### src/rtl/latency_percentile_summary_core_defines.svh
// ----------------------------------------------------------------------------
// latency_percentile_summary_core_defines.svh
// Assertion macros used by the percentile summary core.
// ----------------------------------------------------------------------------
`ifndef LATENCY_PERCENTILE_SUMMARY_CORE_DEFINES_SVH
`define LATENCY_PERCENTILE_SUMMARY_CORE_DEFINES_SVH

`ifndef ASSERT_OFF

// condition in the same cycle
`define LPS_ASSERT_IMPL(label, clk, rst_n, cond, prop) \
	label: assert property (@(posedge clk) disable iff (!rst_n) (cond) |-> (prop)) \
		else $error("lps assertion failed");

// condition in the following cycle
`define LPS_ASSERT_NEXT(label, clk, rst_n, cond, prop) \
	label: assert property (@(posedge clk) disable iff (!rst_n) (cond) |=> (prop)) \
		else $error("lps assertion failed");

`else

`define LPS_ASSERT_IMPL(label, clk, rst_n, cond, prop)
`define LPS_ASSERT_NEXT(label, clk, rst_n, cond, prop)

`endif

`endif

### src/rtl/lps_pkg.sv
// ----------------------------------------------------------------------------
// lps_pkg
// Shared types, constants and percentile table of the percentile summary core.
// ----------------------------------------------------------------------------
package lps_pkg;

	localparam int LPS_MAX_SAMPLES = 1024;
	localparam int SAMPLE_W        = 64;
	localparam int COUNT_W         = 11;

	// percentiles in hundredths of a percent
	localparam int          Q_W       = 14;
	localparam logic [13:0] Q_ROUND   = 14'd9999;
	localparam logic [13:0] Q_DIVISOR = 14'd10000;

	// pick slots: five percentiles then the maximum
	localparam int         PICK_NUM  = 6;
	localparam logic [2:0] PICK_P50  = 3'd0;
	localparam logic [2:0] PICK_P90  = 3'd1;
	localparam logic [2:0] PICK_P99  = 3'd2;
	localparam logic [2:0] PICK_P999 = 3'd3;
	localparam logic [2:0] PICK_P9999 = 3'd4;
	localparam logic [2:0] PICK_MAX  = 3'd5;

	// sorter status toward the sequencer
	typedef struct packed {
		logic busy;
		logic done;
	} lps_sort_stat_t;

	function automatic logic [13:0] pct_q(input logic [2:0] slot);
		logic [13:0] q;
		case (slot)
			PICK_P50:   q = 14'd5000;
			PICK_P90:   q = 14'd9000;
			PICK_P99:   q = 14'd9900;
			PICK_P999:  q = 14'd9990;
			PICK_P9999: q = 14'd9999;
			default:    q = 14'd0;
		endcase
		return q;
	endfunction

endpackage

### src/rtl/lps_rank_div.sv
// ----------------------------------------------------------------------------
// lps_rank_div
// Division by the fixed rank divisor through a registered reciprocal multiply.
// ----------------------------------------------------------------------------
module lps_rank_div import lps_pkg::*; #(
	parameter int NW = 25
) (
	input  logic          clk,
	input  logic          arst_n,
	input  logic          start,
	input  logic [NW-1:0] num,
	output logic          done,
	output logic [NW-1:0] quo
);

	// reciprocal ceil(2^RSH / divisor) is exact for every NW-bit dividend
	localparam int RSH = NW + Q_W;
	localparam int MW  = NW + 1;
	localparam int PW  = NW + MW;
	localparam logic [MW-1:0] RECIP =
		MW'(((64'd1 << RSH) + 64'(Q_DIVISOR) - 64'd1) / 64'(Q_DIVISOR));

	logic [NW-1:0] num_q;
	logic [PW-1:0] prod_q;
	logic          step_q;
	logic          done_q;

	// dividend register, then the product
	always_ff @(posedge clk) begin
		if (start) begin
			num_q <= num;
		end
		if (step_q) begin
			prod_q <= PW'(num_q) * PW'(RECIP);
		end
	end

	// strobe chain alongside the dividend and product registers
	always_ff @(posedge clk or negedge arst_n) begin
		if (!arst_n) begin
			step_q <= 1'b0;
			done_q <= 1'b0;
		end else begin
			step_q <= start;
			done_q <= step_q;
		end
	end

	assign done = done_q;
	assign quo  = {{(Q_W-1){1'b0}}, prod_q[PW-1:RSH]};

endmodule

### config.mk
export PLATFORM = sky130hd
export DESIGN_NAME = lps_rank_div
export DESIGN_NICKNAME = d
export VERILOG_FILES = /design/src/rtl/latency_percentile_summary_core_defines.svh /design/src/rtl/lps_pkg.sv /design/src/rtl/lps_rank_div.sv
export SDC_FILE = /design/constraint.sdc
export NUM_CORES = 1
export LEC_CHECK = 0
export ABC_AREA = 1
export BUFFER_PORTS_ARGS = -buffer_cell sky130_fd_sc_hd__buf_2
export CORE_UTILIZATION = 40
export DETAILED_ROUTE_END_ITERATION = 8
export SYNTH_ARGS = -nofsm -noshare
export SYNTH_HDL_FRONTEND = slang
export SYNTH_SLANG_ARGS = --single-unit
### constraint.sdc
create_clock -name clk -period 12.16 [get_ports clk]
set_input_delay 1.216 -clock clk [delete_from_list [all_inputs] [get_ports clk]]
set_output_delay 1.216 -clock clk [all_outputs]
set_load 0.01 [all_outputs]
### Word-level counts from Yosys, hierarchy flattened

Cells that the tools add are included.

| word-level totals | value |
|---|---|
| register bits | 77 |
| output and inout bits | 26 |
| logic and storage cells | 5 |

| operators by class | value |
|---|---|
| multiply operators | 1 |

Operators by type and width:

| cell | count |
|---|---|
| $mul 25x25->50 const B | 1 |

### Depth between registers and ports, before layout

| logic depth | value |
|---|---|
| depth after elaboration | 1 |
| mapped depth | 27 |
| depth with buffers taken out | 27 |

### Least setup slack after synthesis

No wires, ideal clock.

| timing path | value |
|---|---|
| kind | register -> register |
| from | register num_q[11] |
| to | register prod_q[48] (data pin) |
| arrival | 5.169 ns |
| setup slack | 6.739 ns |
| cell stages (with the launch flop) | 24 |
| clock period less this slack | 5.421 ns |
| cells stage by stage | edfxtp_1 ha_1 inv_1 fa_1 inv_1 fa_1 inv_1 fa_1 inv_1 fa_1 fa_1 inv_1 fa_1 inv_1 ha_1 nand2_1 nor2_1 inv_1 nor2_1 nand3_1 nor2_1 nand2_1 nand4_1 nand2_1 |

| on the way | value |
|---|---|
| word-level cells in the longest chain between the ends | 1 |

Ends and longest elaborated chain:

| element | RTL line | source |
|---|---|---|
| start, declared | lps_rank_div.sv:23 | `logic [NW-1:0] num_q;` |
| start signal, assigned | lps_rank_div.sv:31 | `num_q <= num;` |
| $mul 25x25->50 | lps_rank_div.sv:34 | `prod_q <= PW'(num_q) * PW'(RECIP);` |
| end signal, assigned | lps_rank_div.sv:34 |  |
| end, declared | lps_rank_div.sv:24 | `logic [PW-1:0] prod_q;` |

No other way between the ends.
A chain may end at the register's enable or synchronous reset.

### Final worst setup path

| timing path | value |
|---|---|
| from | register num_q[12] |
| to | register prod_q[48] (data pin) |

The elaborated chain is that of the path after synthesis.

==> flow_summary.json <==
{
  "wire_length_of_the_first_global_routing_pass_um": 61600,
  "relative_slew_margins_pct": 41.1,
  "synth_enable_flop_cells": 37,
  "run_status": "complete, but fails checks",
  "fmax_mhz": 157,
  "synth.cell_area_um2": 14600,
  "yosys-top-cells-count": "sky130_fd_sc_hd__inv_1 (679), sky130_fd_sc_hd__nand2_1 (363), sky130_fd_sc_hd__fa_1 (272)",
  "post-route-period-util_pct": 52.3,
  "drc": 7,
  "hp-class": "in -> async",
  "yosys-top-cells-area": "sky130_fd_sc_hd__fa_1 (37%), sky130_fd_sc_hd__ha_1 (22%), sky130_fd_sc_hd__inv_1 (17%), sky130_fd_sc_hd__nand2_1 (9.3%), sky130_fd_sc_hd__edfxtp_1 (7.6%)",
  "die-height_um": 193,
  "clk_pin_slew_ns": 0.08,
  "start_util_pct": 40.9,
  "async_flop_share_pct": 5.13,
  "grt_pass1_vias": 11100,
  "num_vias": 10400,
  "postRouteAntennaNets": 0,
  "yosysWarningCount": 0,
  "postSynthCellCount": 1787,
  "synth.most_common_cell": "sky130_fd_sc_hd__inv_1",
  "endpoint_kind": "flop",
  "numCtsBuffers": 5,
  "multi_input_area_um2": 10800,
  "drt-pass1-iter-count": 7,
  "arrival_worst_endpoint_ns": 6.45,
  "num-nets-final": 2388,
  "antenna_cells": 0,
  "detail_routed_via_count_per_cell": 4.53,
  "gp_congestion": 0.993,
  "ctsHoldBuffers": 0,
  "filler_cell_count": 3685,
  "cts_tree": "yes",
  "final_report_hold_violation_count": 0,
  "placement.setup.worst_slack_ns": 5.77,
  "global_route.usage.total_pct": 22.5,
  "setup_viol": 0,
  "initial_antenna_violation_count": 0,
  "slew_violations": 0,
  "synth_top_area_share_pct": 37.3,
  "grt_remaining_overflow": 0,
  "syn_area_per_cell_um2": 8.17,
  "seq_area_frac_synth_pct": 7.95,
  "design.core.area_um2": 35700,
  "critical_path.startpoint": "num_q[12]",
  "clock_tree.root_cell": "sky130_fd_sc_hd__clkbuf_16",
  "clockBufferDepth": 2,
  "grt_max_degree": 27,
  "final_layout_size_suffix_gt1_share_pct": 3.16,
  "worst_slew_pin_slew_ns": 0.884,
  "yosys_register_bits": 39,
  "cts_repair_resize_count": 0,
  "max_cap_viol_count": 0,
  "synth.distinct_cells": 25,
  "htreeDepth": 2,
  "hpwlAfterDp_um": 34300,
  "design.portCount": 54,
  "final_core_util_pct": 43.3,
  "crit_path_start_kind": "flop",
  "timing_worst_setup_path_type": "reg -> reg",
  "insertion_delay_ns": 0.33,
  "largest_area_contributor_in_the_netlist": "sky130_fd_sc_hd__fa_1",
  "unrepaired_setup_endpoints_after_global_routing": "false",
  "die_width_um": 193,
  "postPlaceCellArea_um2": 15300,
  "critical_path.max_fanout": 9,
  "final.setup_skew_ns": 0.0147,
  "die_area_um2": 37300,
  "route.final.wire_length_um": 37900,
  "fp-row-count": 69,
  "critical_path_required_ns": 12.25,
  "cts_post_setup_buffers_inserted": 0,
  "violated_checks": "DRC",
  "stdcell_area_um2": 15500,
  "synth_ff_type": "sky130_fd_sc_hd__edfxtp_1",
  "register_cell_area_after_layout_um2": 1160,
  "layout-area-overhead-vs-synth_pct": 6.04,
  "routedWlPerCell_um": 16.5,
  "post-route-worst-setup-slack_ns": 5.80,
  "drtIter0Drc": 531,
  "totalNegativeSetupSlack_ns": 0,
  "finalCriticalPeriod_ns": 6.36,
  "r2r_start": "num_q[12]",
  "clock_sink_count": 39,
  "placement.io_buffers": 40
}
-- through the flow --
stage	instances	hold WS, ns
floorplan	1799	0.609
global placement	2288	0.778
detailed placement	2288	0.782
CTS	2296	0.644
global route	2296	0.649
finish	2296	0.655
-- sequential cells by signal (all words and copies together), names as in the netlist --
signal / count
num_q: 25
prod_q: 12
done: 1
step_q: 1
-- cell families after synthesis --
logic type               share of synthesized area, %
flip-flops                                       7.95
AO/OA/AOI/OAI                                    1.34
buffers and inverters                            18.2
other                                          0.0257
XOR/XNOR                                        0.300
AND/OR/NAND/NOR                                  13.2
adder cells (fa/ha/maj)                          59.0
-- critical path: stages, from the launching register on --
cell and delay [ns]:
sky130_fd_sc_hd__edfxtp_1 0.70, sky130_fd_sc_hd__ha_1 0.45, sky130_fd_sc_hd__inv_1 0.11, sky130_fd_sc_hd__fa_1 0.54, sky130_fd_sc_hd__inv_1 0.05, sky130_fd_sc_hd__fa_1 0.49
sky130_fd_sc_hd__inv_1 0.05, sky130_fd_sc_hd__fa_1 0.52, sky130_fd_sc_hd__inv_1 0.05, sky130_fd_sc_hd__fa_1 0.46, sky130_fd_sc_hd__fa_1 0.50, sky130_fd_sc_hd__inv_1 0.05
sky130_fd_sc_hd__fa_1 0.59, sky130_fd_sc_hd__inv_1 0.07, sky130_fd_sc_hd__ha_1 0.32, sky130_fd_sc_hd__nand2_1 0.14, sky130_fd_sc_hd__nor2_1 0.15, sky130_fd_sc_hd__inv_1 0.10
sky130_fd_sc_hd__nor2_1 0.24, sky130_fd_sc_hd__nand3_1 0.15, sky130_fd_sc_hd__nor2_1 0.11, sky130_fd_sc_hd__nand2_1 0.08, sky130_fd_sc_hd__nand4_1 0.10, sky130_fd_sc_hd__nand2_1 0.06
-- cells in the final DEF, fill, tap and decap left out, types with 5 or more instances in the layout --
cell type and count:
sky130_fd_sc_hd__nor2_1 69, sky130_fd_sc_hd__nor3_1 9, sky130_fd_sc_hd__clkbuf_16 5, sky130_fd_sc_hd__inv_1 679
sky130_fd_sc_hd__fa_1 272, sky130_fd_sc_hd__a21oi_1 29, sky130_fd_sc_hd__nand2_1 363, sky130_fd_sc_hd__edfxtp_1 37
sky130_fd_sc_hd__ha_1 254, sky130_fd_sc_hd__nand4_1 10, sky130_fd_sc_hd__nand3_1 24, sky130_fd_sc_hd__buf_2 40
sky130_fd_sc_hd__conb_1 13
-- worst paths after layout --
kind,depth (start not counted),slack (ns),endpoint
max,23,5.80,prod_q[48]
min in group clk,0,0.76,done
max in group asynchronous,1,11.41,step_q
max reg2reg,23,5.80,prod_q[48]
min reg2reg,0,0.76,done
min,1,0.65,done
-- area by class of cell --
cell class              count  area share, %
clock buffers               5          0.808
repair buffers             41           1.34
multi-input cells        1066           70.0
inverters                 681           16.5
well taps                 461           3.72
flip-flops and latches     39           7.50
clock inverters             3          0.162
-- routing by layer --
metal  part of all wire [%]  vias to the layer above  GRT usage [%]  routed length (µm)
met2                     47                      149           37.5               17900
li1                       -                     5151              -                   -
met3                    3.3                       21           1.81                1240
met4                    1.8                        0           5.17                 675
met5                      0                        -              0                   0
met1                     48                     5089           31.9               18100
Power is left out: the tool's default activity adds up to more than one toggle a clock period on the data nets, which glitch-free logic cannot reach.
